## src/hw/rtl/drlr_pkg.sv

```systemverilog
// shared types, codes and reset values for the distinctive ring line router
package drlr_pkg;

  localparam int SampleW  = 4;
  localparam int InDataW  = 8;
  localparam int OutDataW = 16;
  localparam int CfgDataW = 16;
  localparam int CfgAddrW = 3;

  typedef enum logic [3:0] {
    PH_PAUSE      = 4'd0,
    PH_IDLE_READ  = 4'd1,
    PH_RING_ON    = 4'd2,
    PH_RING_GAP   = 4'd3,
    PH_RING_CLEAR = 4'd4,
    PH_HANGUP     = 4'd5,
    PH_OUT_PAUSE  = 4'd6,
    PH_OUT_WAIT   = 4'd7,
    PH_TONE       = 4'd8
  } phase_t;

  typedef enum logic [CfgAddrW-1:0] {
    REG_SETTLE_TICKS     = 3'd0,
    REG_PAUSE_TICKS      = 3'd1,
    REG_RING_GAP_READS   = 3'd2,
    REG_RING_CLEAR_READS = 3'd3,
    REG_HANGUP_READS     = 3'd4,
    REG_BUSY_CADENCE     = 3'd5,
    REG_TONE_CYCLES      = 3'd6,
    REG_TONE_HALF_TICKS  = 3'd7
  } cfg_reg_t;

  typedef struct packed {
    logic [15:0] settle_ticks;
    logic [15:0] pause_ticks;
    logic [7:0]  ring_gap_reads;
    logic [7:0]  ring_clear_reads;
    logic [7:0]  hangup_reads;
    logic [7:0]  busy_cadence;
    logic [9:0]  tone_cycles;
    logic [7:0]  tone_half_ticks;
  } cfg_t;

  localparam cfg_t CfgReset = '{
    settle_ticks:     16'd600,
    pause_ticks:      16'd1000,
    ring_gap_reads:   8'd12,
    ring_clear_reads: 8'd100,
    hangup_reads:     8'd25,
    busy_cadence:     8'd8,
    tone_cycles:      10'd150,
    tone_half_ticks:  8'd15
  };

  // head of the sample queue as seen by the controller
  typedef struct packed {
    logic               valid;
    logic [SampleW-1:0] sample;
  } q_head_t;

  typedef struct packed {
    phase_t      resume_phase;
    logic [3:0]  line_mask;
    logic [3:0]  rings;
    logic [7:0]  read_loop_count;
    logic [7:0]  cadence_count;
    logic [3:0]  settle_value;
    logic        ring_latch;
    logic [15:0] settle_count;
    logic [15:0] wait_count;
    logic [9:0]  tone_period_count;
    logic [7:0]  tone_half_count;
    logic        tone_high;
  } ctx_t;

  localparam ctx_t CtxReset = '{
    resume_phase:      PH_PAUSE,
    line_mask:         4'h0,
    rings:             4'h0,
    read_loop_count:   8'h00,
    cadence_count:     8'h00,
    settle_value:      4'hF,
    ring_latch:        1'b1,
    settle_count:      16'h0000,
    wait_count:        16'h0000,
    tone_period_count: 10'h000,
    tone_half_count:   8'h00,
    tone_high:         1'b0
  };

endpackage

```

## src/hw/rtl/distinctive_ring_line_router_unit.sv

```systemverilog
// top level of the distinctive ring line router: config registers, queue and controller
//
// One raw line sample per cycle goes in on the s_ side and one result per sample comes
// out on the m_ side; the sustained rate is one sample per clock while the output is not
// stalled. A sample is held in a two-entry queue, then the controller debounces it, steps
// the call sequencer combinationally and registers the result, so each sample passes through
// its queue entry and then the result register to the m_ side. While the output is
// stalled the queue keeps taking samples until both entries are filled; once it is full
// the input stays blocked through the cycle in which the controller frees an entry.
// Registers are written through cfg_we/cfg_addr/cfg_data with the index order settle,
// pause, ring gap, ring clear, hang-up, busy cadence, tone cycles and tone half period,
// and must only be written while no result is outstanding.
module distinctive_ring_line_router_unit (
  input  logic                           clk,
  input  logic                           rst,
  input  logic                           s_tvalid,
  output logic                           s_tready,
  input  logic [drlr_pkg::InDataW-1:0]   s_tdata,  // [3:0] port_sample
  output logic                           m_tvalid,
  input  logic                           m_tready,
  output logic [drlr_pkg::OutDataW-1:0]  m_tdata,  // [2:0] relay_mask, [3] tone,
                                                   // [7:4] phase, [11:8] ring_count
  input  logic                           cfg_we,
  input  logic [drlr_pkg::CfgAddrW-1:0]  cfg_addr,
  input  logic [drlr_pkg::CfgDataW-1:0]  cfg_data
);
  import drlr_pkg::*;

  cfg_t    cfg;
  q_head_t head;
  logic    pop;

  always_ff @(posedge clk) begin
    if (rst) begin
      cfg <= CfgReset;
    end else if (cfg_we) begin
      case (cfg_reg_t'(cfg_addr))
        REG_SETTLE_TICKS:     cfg.settle_ticks     <= cfg_data;
        REG_PAUSE_TICKS:      cfg.pause_ticks      <= cfg_data;
        REG_RING_GAP_READS:   cfg.ring_gap_reads   <= cfg_data[7:0];
        REG_RING_CLEAR_READS: cfg.ring_clear_reads <= cfg_data[7:0];
        REG_HANGUP_READS:     cfg.hangup_reads     <= cfg_data[7:0];
        REG_BUSY_CADENCE:     cfg.busy_cadence     <= cfg_data[7:0];
        REG_TONE_CYCLES:      cfg.tone_cycles      <= cfg_data[9:0];
        REG_TONE_HALF_TICKS:  cfg.tone_half_ticks  <= cfg_data[7:0];
        default:              cfg <= cfg;
      endcase
    end
  end

  drlr_queue u_queue (
    .clk      (clk),
    .rst      (rst),
    .s_tvalid (s_tvalid),
    .s_tready (s_tready),
    .s_sample (s_tdata[SampleW-1:0]),
    .head     (head),
    .pop      (pop)
  );

  drlr_core u_core (
    .clk      (clk),
    .rst      (rst),
    .cfg      (cfg),
    .head     (head),
    .pop      (pop),
    .m_tvalid (m_tvalid),
    .m_tready (m_tready),
    .m_tdata  (m_tdata)
  );

  // tone only sounds in the tone phase
  assert property (@(posedge clk) disable iff (rst)
    m_tvalid && m_tdata[3] |-> m_tdata[7:4] == PH_TONE)
    else $error("tone high outside tone phase");

  // relays stay open before a call is set up
  assert property (@(posedge clk) disable iff (rst)
    m_tvalid && (m_tdata[7:4] == PH_PAUSE || m_tdata[7:4] == PH_IDLE_READ ||
                 m_tdata[7:4] == PH_RING_ON || m_tdata[7:4] == PH_RING_GAP)
    |-> m_tdata[2:0] == 3'b000)
    else $error("relay closed outside a call");

  // the controller only consumes a queued sample
  assert property (@(posedge clk) disable iff (rst) pop |-> head.valid)
    else $error("pop from empty queue");

  // a result held under backpressure is not overwritten
  assert property (@(posedge clk) disable iff (rst)
    m_tvalid && !m_tready |=> m_tvalid && $stable(m_tdata))
    else $error("stalled result changed");

endmodule

```

## src/hw/rtl/drlr_queue.sv

```systemverilog
// two-entry sample queue between the stream input and the line controller
module drlr_queue (
  input  logic                          clk,
  input  logic                          rst,
  input  logic                          s_tvalid,
  output logic                          s_tready,
  input  logic [drlr_pkg::SampleW-1:0]  s_sample,
  output drlr_pkg::q_head_t             head,
  input  logic                          pop
);
  import drlr_pkg::*;

  logic [SampleW-1:0] mem [2];
  logic               wr_ptr;
  logic               rd_ptr;
  logic [1:0]         fill;
  logic               push;

  assign s_tready    = (fill != 2'd2);
  assign push        = s_tvalid && s_tready;
  assign head.valid  = (fill != 2'd0);
  assign head.sample = mem[rd_ptr];

  always_ff @(posedge clk) begin
    if (push) begin
      mem[wr_ptr] <= s_sample;
    end
  end

  always_ff @(posedge clk) begin
    if (rst) begin
      wr_ptr <= 1'b0;
      rd_ptr <= 1'b0;
      fill   <= 2'd0;
    end else begin
      if (push) begin
        wr_ptr <= ~wr_ptr;
      end
      if (pop) begin
        rd_ptr <= ~rd_ptr;
      end
      case ({push, pop})
        2'b10:   fill <= fill + 2'd1;
        2'b01:   fill <= fill - 2'd1;
        default: fill <= fill;
      endcase
    end
  end

endmodule

```

## src/hw/rtl/drlr_core.sv

```systemverilog
// debounce, call sequencing, busy tone timing and result register
module drlr_core (
  input  logic                           clk,
  input  logic                           rst,
  input  drlr_pkg::cfg_t                 cfg,
  input  drlr_pkg::q_head_t              head,
  output logic                           pop,
  output logic                           m_tvalid,
  input  logic                           m_tready,
  output logic [drlr_pkg::OutDataW-1:0]  m_tdata
);
  import drlr_pkg::*;

  phase_t      phase;
  phase_t      phase_next;
  ctx_t        ctx;
  ctx_t        ctx_next;

  logic [3:0]  s;
  logic [3:0]  rd;
  logic        rd_done;
  logic [3:0]  lm_new;
  logic        chk;
  logic        hit;
  logic [7:0]  limit;
  logic        busy;
  phase_t      nxt;
  logic [7:0]  rlc_n;
  logic [7:0]  cad_n;
  logic [7:0]  half_inc;
  logic [10:0] per_inc;
  logic [2:0]  relay;

  assign s   = head.sample;
  assign pop = head.valid && (!m_tvalid || m_tready);

  always_ff @(posedge clk) begin
    if (rst) begin
      phase <= PH_PAUSE;
      ctx   <= CtxReset;
    end else if (pop) begin
      phase <= phase_next;
      ctx   <= ctx_next;
    end
  end

  always_comb begin
    phase_next = phase;
    ctx_next   = ctx;
    rd         = 4'h0;
    rd_done    = 1'b0;
    lm_new     = 4'h0;
    chk        = 1'b0;
    hit        = 1'b0;
    limit      = 8'h00;
    busy       = 1'b0;
    nxt        = phase;
    rlc_n      = 8'h00;
    cad_n      = 8'h00;
    half_inc   = ctx.tone_half_count + 8'd1;
    per_inc    = {1'b0, ctx.tone_period_count} + 11'd1;
    case (phase)
      PH_PAUSE, PH_OUT_PAUSE: begin
        if ({1'b0, ctx.wait_count} + 17'd1 >= {1'b0, cfg.pause_ticks}) begin
          ctx_next.wait_count      = 16'h0000;
          ctx_next.read_loop_count = 8'h00;
          phase_next = (phase == PH_PAUSE) ? PH_IDLE_READ : PH_OUT_WAIT;
        end else begin
          ctx_next.wait_count = ctx.wait_count + 16'd1;
        end
      end
      PH_TONE: begin
        if (half_inc >= cfg.tone_half_ticks) begin
          ctx_next.tone_half_count = 8'h00;
          if (ctx.tone_high) begin
            ctx_next.tone_high = 1'b0;
          end else if (per_inc >= {1'b0, cfg.tone_cycles}) begin
            ctx_next.tone_period_count = 10'h000;
            ctx_next.wait_count        = 16'h0000;
            phase_next = ctx.resume_phase;
          end else begin
            ctx_next.tone_period_count = per_inc[9:0];
            ctx_next.tone_high         = 1'b1;
          end
        end else begin
          ctx_next.tone_half_count = half_inc;
        end
      end
      default: begin
        // debounced read
        if (ctx.settle_count == 16'h0000) begin
          ctx_next.settle_value = s;
          ctx_next.ring_latch   = s[0];
          ctx_next.settle_count = 16'd1;
        end else if (s != ctx.settle_value) begin
          ctx_next.settle_value = s;
          ctx_next.ring_latch   = ctx.ring_latch & s[0];
          ctx_next.settle_count = 16'd1;
        end else if (ctx.settle_count >= cfg.settle_ticks) begin
          rd = ctx.settle_value & {3'b111, ctx.ring_latch};
          ctx_next.settle_count = 16'h0000;
          rd_done = 1'b1;
        end else begin
          ctx_next.settle_count = ctx.settle_count + 16'd1;
        end
        if (rd_done) begin
          case (phase)
            PH_IDLE_READ: begin
              lm_new = ~rd;
              ctx_next.line_mask = lm_new;
              if (lm_new[0]) begin
                ctx_next.rings = 4'd1;
                phase_next = PH_RING_ON;
              end else if (lm_new[3:1] != 3'b000) begin
                ctx_next.wait_count = 16'h0000;
                phase_next = PH_OUT_PAUSE;
              end else begin
                ctx_next.wait_count = 16'h0000;
                phase_next = PH_PAUSE;
              end
            end
            PH_RING_ON: begin
              if (rd[0]) begin
                ctx_next.read_loop_count = 8'h00;
                phase_next = PH_RING_GAP;
              end
            end
            PH_RING_GAP: begin
              if (!rd[0]) begin
                if (ctx.rings != 4'd15) begin
                  ctx_next.rings = ctx.rings + 4'd1;
                end
                phase_next = PH_RING_ON;
              end else if (ctx.read_loop_count >= cfg.ring_gap_reads) begin
                ctx_next.read_loop_count = 8'h00;
                if (ctx.rings inside {[4'd1:4'd3]}) begin
                  ctx_next.line_mask = 4'b0001 << ctx.rings[1:0];
                  phase_next = PH_RING_CLEAR;
                end else begin
                  ctx_next.wait_count = 16'h0000;
                  phase_next = PH_PAUSE;
                end
              end else begin
                ctx_next.read_loop_count = ctx.read_loop_count + 8'd1;
              end
            end
            PH_RING_CLEAR, PH_HANGUP, PH_OUT_WAIT: begin
              chk   = (phase == PH_RING_CLEAR);
              hit   = chk ? !rd[0] : ((~rd & ctx.line_mask) != 4'h0);
              limit = chk ? cfg.ring_clear_reads : cfg.hangup_reads;
              busy  = ((~rd[3:1] & ~ctx.line_mask[3:1]) != 3'b000);
              rlc_n = hit ? 8'd1 : ctx.read_loop_count + 8'd1;
              nxt   = phase;
              if (rlc_n >= limit) begin
                rlc_n = 8'h00;
                ctx_next.wait_count = 16'h0000;
                nxt = chk ? PH_HANGUP : PH_PAUSE;
              end
              ctx_next.read_loop_count = rlc_n;
              phase_next = nxt;
              if (busy) begin
                cad_n = ctx.cadence_count + 8'd1;
                if (cad_n >= cfg.busy_cadence) begin
                  cad_n = 8'h00;
                  ctx_next.resume_phase      = nxt;
                  ctx_next.tone_high         = 1'b1;
                  ctx_next.tone_half_count   = 8'h00;
                  ctx_next.tone_period_count = 10'h000;
                  phase_next = PH_TONE;
                end
                ctx_next.cadence_count = cad_n;
              end
            end
            default: begin
              ctx_next.wait_count = 16'h0000;
              phase_next = PH_PAUSE;
            end
          endcase
        end
      end
    endcase
  end

  assign relay = (phase_next inside {[PH_RING_CLEAR:PH_TONE]}) ?
                 ctx_next.line_mask[3:1] : 3'b000;

  always_ff @(posedge clk) begin
    if (rst) begin
      m_tvalid <= 1'b0;
    end else if (pop) begin
      m_tvalid <= 1'b1;
    end else if (m_tready) begin
      m_tvalid <= 1'b0;
    end
  end

  always_ff @(posedge clk) begin
    if (pop) begin
      m_tdata <= {4'h0, ctx_next.rings, phase_next,
                  (phase_next == PH_TONE) && ctx_next.tone_high, relay};
    end
  end

endmodule
```

## config.mk

```make
export PLATFORM = sky130hd
export DESIGN_NAME = distinctive_ring_line_router_unit
export DESIGN_NICKNAME = d
export VERILOG_FILES = /design/src/hw/rtl/drlr_pkg.sv /design/src/hw/rtl/distinctive_ring_line_router_unit.sv /design/src/hw/rtl/drlr_queue.sv /design/src/hw/rtl/drlr_core.sv
export SDC_FILE = /design/constraint.sdc
export NUM_CORES = 1
export LEC_CHECK = 0
export ABC_AREA = 1
export BUFFER_PORTS_ARGS = -buffer_cell sky130_fd_sc_hd__buf_2
export CAP_MARGIN = 20
export CORE_ASPECT_RATIO = 0.9
export CORE_MARGIN = 3
export CORE_UTILIZATION = 55
export CTS_CLUSTER_SIZE = 20
export DETAILED_ROUTE_END_ITERATION = 8
export PLACE_DENSITY = 0.75
export SLEW_MARGIN = 20
export SYNTH_ARGS = -nofsm -noshare
export SYNTH_HDL_FRONTEND = slang
export SYNTH_SLANG_ARGS = --single-unit
```

## constraint.sdc

```tcl
create_clock -name clk -period 3.7 [get_ports clk]
set_input_delay 0.74 -clock clk [delete_from_list [all_inputs] [get_ports clk]]
set_output_delay 0.74 -clock clk [all_outputs]
set_load 0.01 [all_outputs]
```

==> qor.csv <==
metric,value,unit
Main synth FF type,dfxtp_1,
LEAKAGE,6.14,nW
sw power,3.72,mW
"Async S/R FF share, synth",0,
largest family of logic cells by synthesized area,simple AND/OR/NAND/NOR gates,
1st-iter DRT viols,714,
Synth Area in Simple Gates,0.218,
vias in the first global route,9525,
yosys warns,0,
Yosys reg bits,196,
highest-count cells in the layout ignoring fill and taps,"219 x inv_1, 212 x nand2_1, 161 x dfxtp_1",
library cells used by synthesis,65,
Post-synth EDFFs,20,
core box area,20100,sq um
CTS Sinks,196,
Final Max Slew Viols,0,
"area leader, netlist",dfxtp_1,
DRT Pass-1 Iters,5,
Die Wd,157,microns
"Cell Area, Synth",11400,sq um
Pint,5.08,mW
worst-case clock buffer depth,2,
initial antenna violation count,0,
Post-Synthesis Cells,1505,
sequential share of the synthesized area,0.363,
Worst slew margin,0.345,
global-route wire length before repair,45.2,mm
Seq pwr share,0.317,
multiplexer share of the synthesized area,0.00617,
H-tree lvl count,4,
Routed WL,28.0,mm
GR Overflow Total,0,
Synth Area in Adders,0.0959,
cell row count,49,
vias,10300,
clock slew seen by the registers of the worst setup and hold paths,0.07,ns
worst setup slack after layout,-0.222,ns
Die Y,142,microns
Startpoint Class,register,
switching share of power,0.423,
DRC viols,0,
CP endpoint kind,register,
Top Ports,50,
TritonCTS buffer count,17,
Area growth syn-to-layout,20.1,%
Starting Density,0.565,
period utilization,1.06,
PortBufs,41,
Routed wire per std cell,14.9,microns
Max Fclk,255,MHz
actual slew at the worst max-slew pin,0.983,ns
fraction of layout cells with a size suffix above 1,0.217,
Final Hold Viols,0,
Setup Crit Path Kind,register to register,
RSZ-0062 raised after global routing,yes,
Worst path max stage delay,0.31,ns
status,finished with violations,
Hold Crit Class,register to register,
Fin Hold WS,0.456,ns
post-synth top area share,0.310,
Global Route Usage Sum,0.246,
Via-to-Cell Ratio,5.46,
post-route ant nets,0,
maximum VDD drop,0.000567,V
die area,22400,sq um
DP Area,12200,sq um
max_cap viols,0,
fillers,1594,
cts hold-fix bufs,0,
TritonCTS clock tree,built,
CP arrival,4.25,ns
design area,13600,sq um
ant diodes,0,
P per Cell Area,645,nW/um^2
Comb pwr share,0.465,
gpl congestion,0.908,
Required @ worst endpoint,4.03,ns
hpwl dp,19.0,mm
Slowest cell on crit path,dfxtp_1,
endpoints failing setup,22,
"commonest non-fill, non-tap cell in the layout",inv_1,
Worst-Skew Late Latency,0.44,ns
CP Max Fanout,8,
clock share of power,0.219,
largest net degree at the start of global routing,66,
"top cells by area, synth","dfxtp_1 31%, ha_1 9.6%, inv_1 7.6%",
Synth Area in Compound Gates,0.183,
worst clock skew,0.0109,ns
failing checks,setup timing,
XOR/XNOR Fraction of Synth Area,0.0309,
fin crit period,3.92,ns
syn avg cell area,7.54,sq um
CTS Root Cell,clkbuf_16,
nets,1733,
==> synthesized netlist by cell type (22+ instances only) <==
cell	count
clkbuf_1	26
nand4_1	22
ha_1	87
o21ai_0	104
dfxtp_1	176
nor2_1	140
nand3_1	50
a21oi_1	166
o211ai_1	27
xor2_1	38
inv_1	230
nand2_1	225
nor3_1	29
==> cells by family after synthesis <==
kind of cell | after synthesis
flip-flops | 196
adder cells (fa/ha/maj) | 87
XOR/XNOR | 40
other | 1
multiplexers | 7
AND/OR/NAND/NOR | 526
AO/OA/AOI/OAI | 353
buffers and inverters | 295
==> sequential cells by signal (all words and copies together), names as in the netlist, named ones only <==
signal           cells
cfg                 82
u_core.ctx          84
u_core.m_tdata      12
u_core.m_tvalid      1
u_core.phase         4
u_queue.fill         2
u_queue.mem          8
u_queue.rd_ptr       1
u_queue.wr_ptr       1
==> worst max-delay path, delay by kind of cell, from the launching register on <==
kind / cells / cell delay [ns]
DFF: 1 / 0.31
AOI/OAI and AO/OA: 4 / 0.89
adders and majority gates: 2 / 0.57
and+or+nand+nor: 12 / 1.26
buffers and inverters: 7 / 0.76
==> what timing repair did <==
| action | CTS | global route |
|---|---|---|
| setup buffers | 4 | 12 |
| setup endpoints to repair | 32 | 34 |
| cloned | 3 | 1 |
| resized for setup | 62 | 73 |
| pin swaps | 33 | 42 |
==> power by group through the flow <==
stage | sequential (mW) | clock, mW | combinational [mW]
after floorplan | 2.80 | 0 | 2.35
final | 2.79 | 1.92 | 4.09
after global routing | 2.83 | 2.04 | 4.49
after detailed placement | 2.80 | 0 | 3.28
after CTS | 2.77 | 1.95 | 3.70
after global placement | 2.80 | 0 | 3.21
==> per-stage QoR <==
step / setup TNS, ns / instances / util / total power, mW / worst slack (ns)
after floorplan: 0 / 1508 / - / 5.15 / 0.149
after global placement: -5.28 / 1830 / 0.608 / 6.01 / -0.284
after detailed placement: -8.12 / 1830 / 0.608 / 6.08 / -0.361
after CTS: -1.98 / 1869 / 0.655 / 8.41 / -0.114
after global routing: -10.51 / 1882 / 0.678 / 9.36 / -0.478
final: -3.61 / 1882 / 0.678 / 8.80 / -0.222
==> final cells by class <==
class	instances	area [sq um]	area share
clock buffer	20	468	0.0343
clock inverter	12	140	0.0103
inverter	252	958	0.0703
multi-input combinational	1018	6640	0.487
sequential	196	4140	0.304
tap	255	319	0.0234
timing repair buffer	129	967	0.0709
==> worst paths after layout <==
path | from | end | slack (ns) | cells after the start
setup / recovery | cfg[78] | u_core.ctx[20] | -0.22 | 25
hold / removal | u_core.ctx[83] | u_core.ctx[83] | 0.46 | 2
setup reg to reg | cfg[78] | u_core.ctx[20] | -0.22 | 25
hold reg to reg | u_core.ctx[83] | u_core.ctx[83] | 0.46 | 2
==> layer usage <==
metal | up-vias | track usage | part of all wire
li1 | 5190 | - | -
met1 | 4748 | 0.337 | 0.46
met2 | 287 | 0.399 | 0.47
met3 | 42 | 0.0508 | 0.059
met4 | 0 | 0.0644 | 0.018
met5 | - | 0 | 0
(Power assumes the default switching activity.)
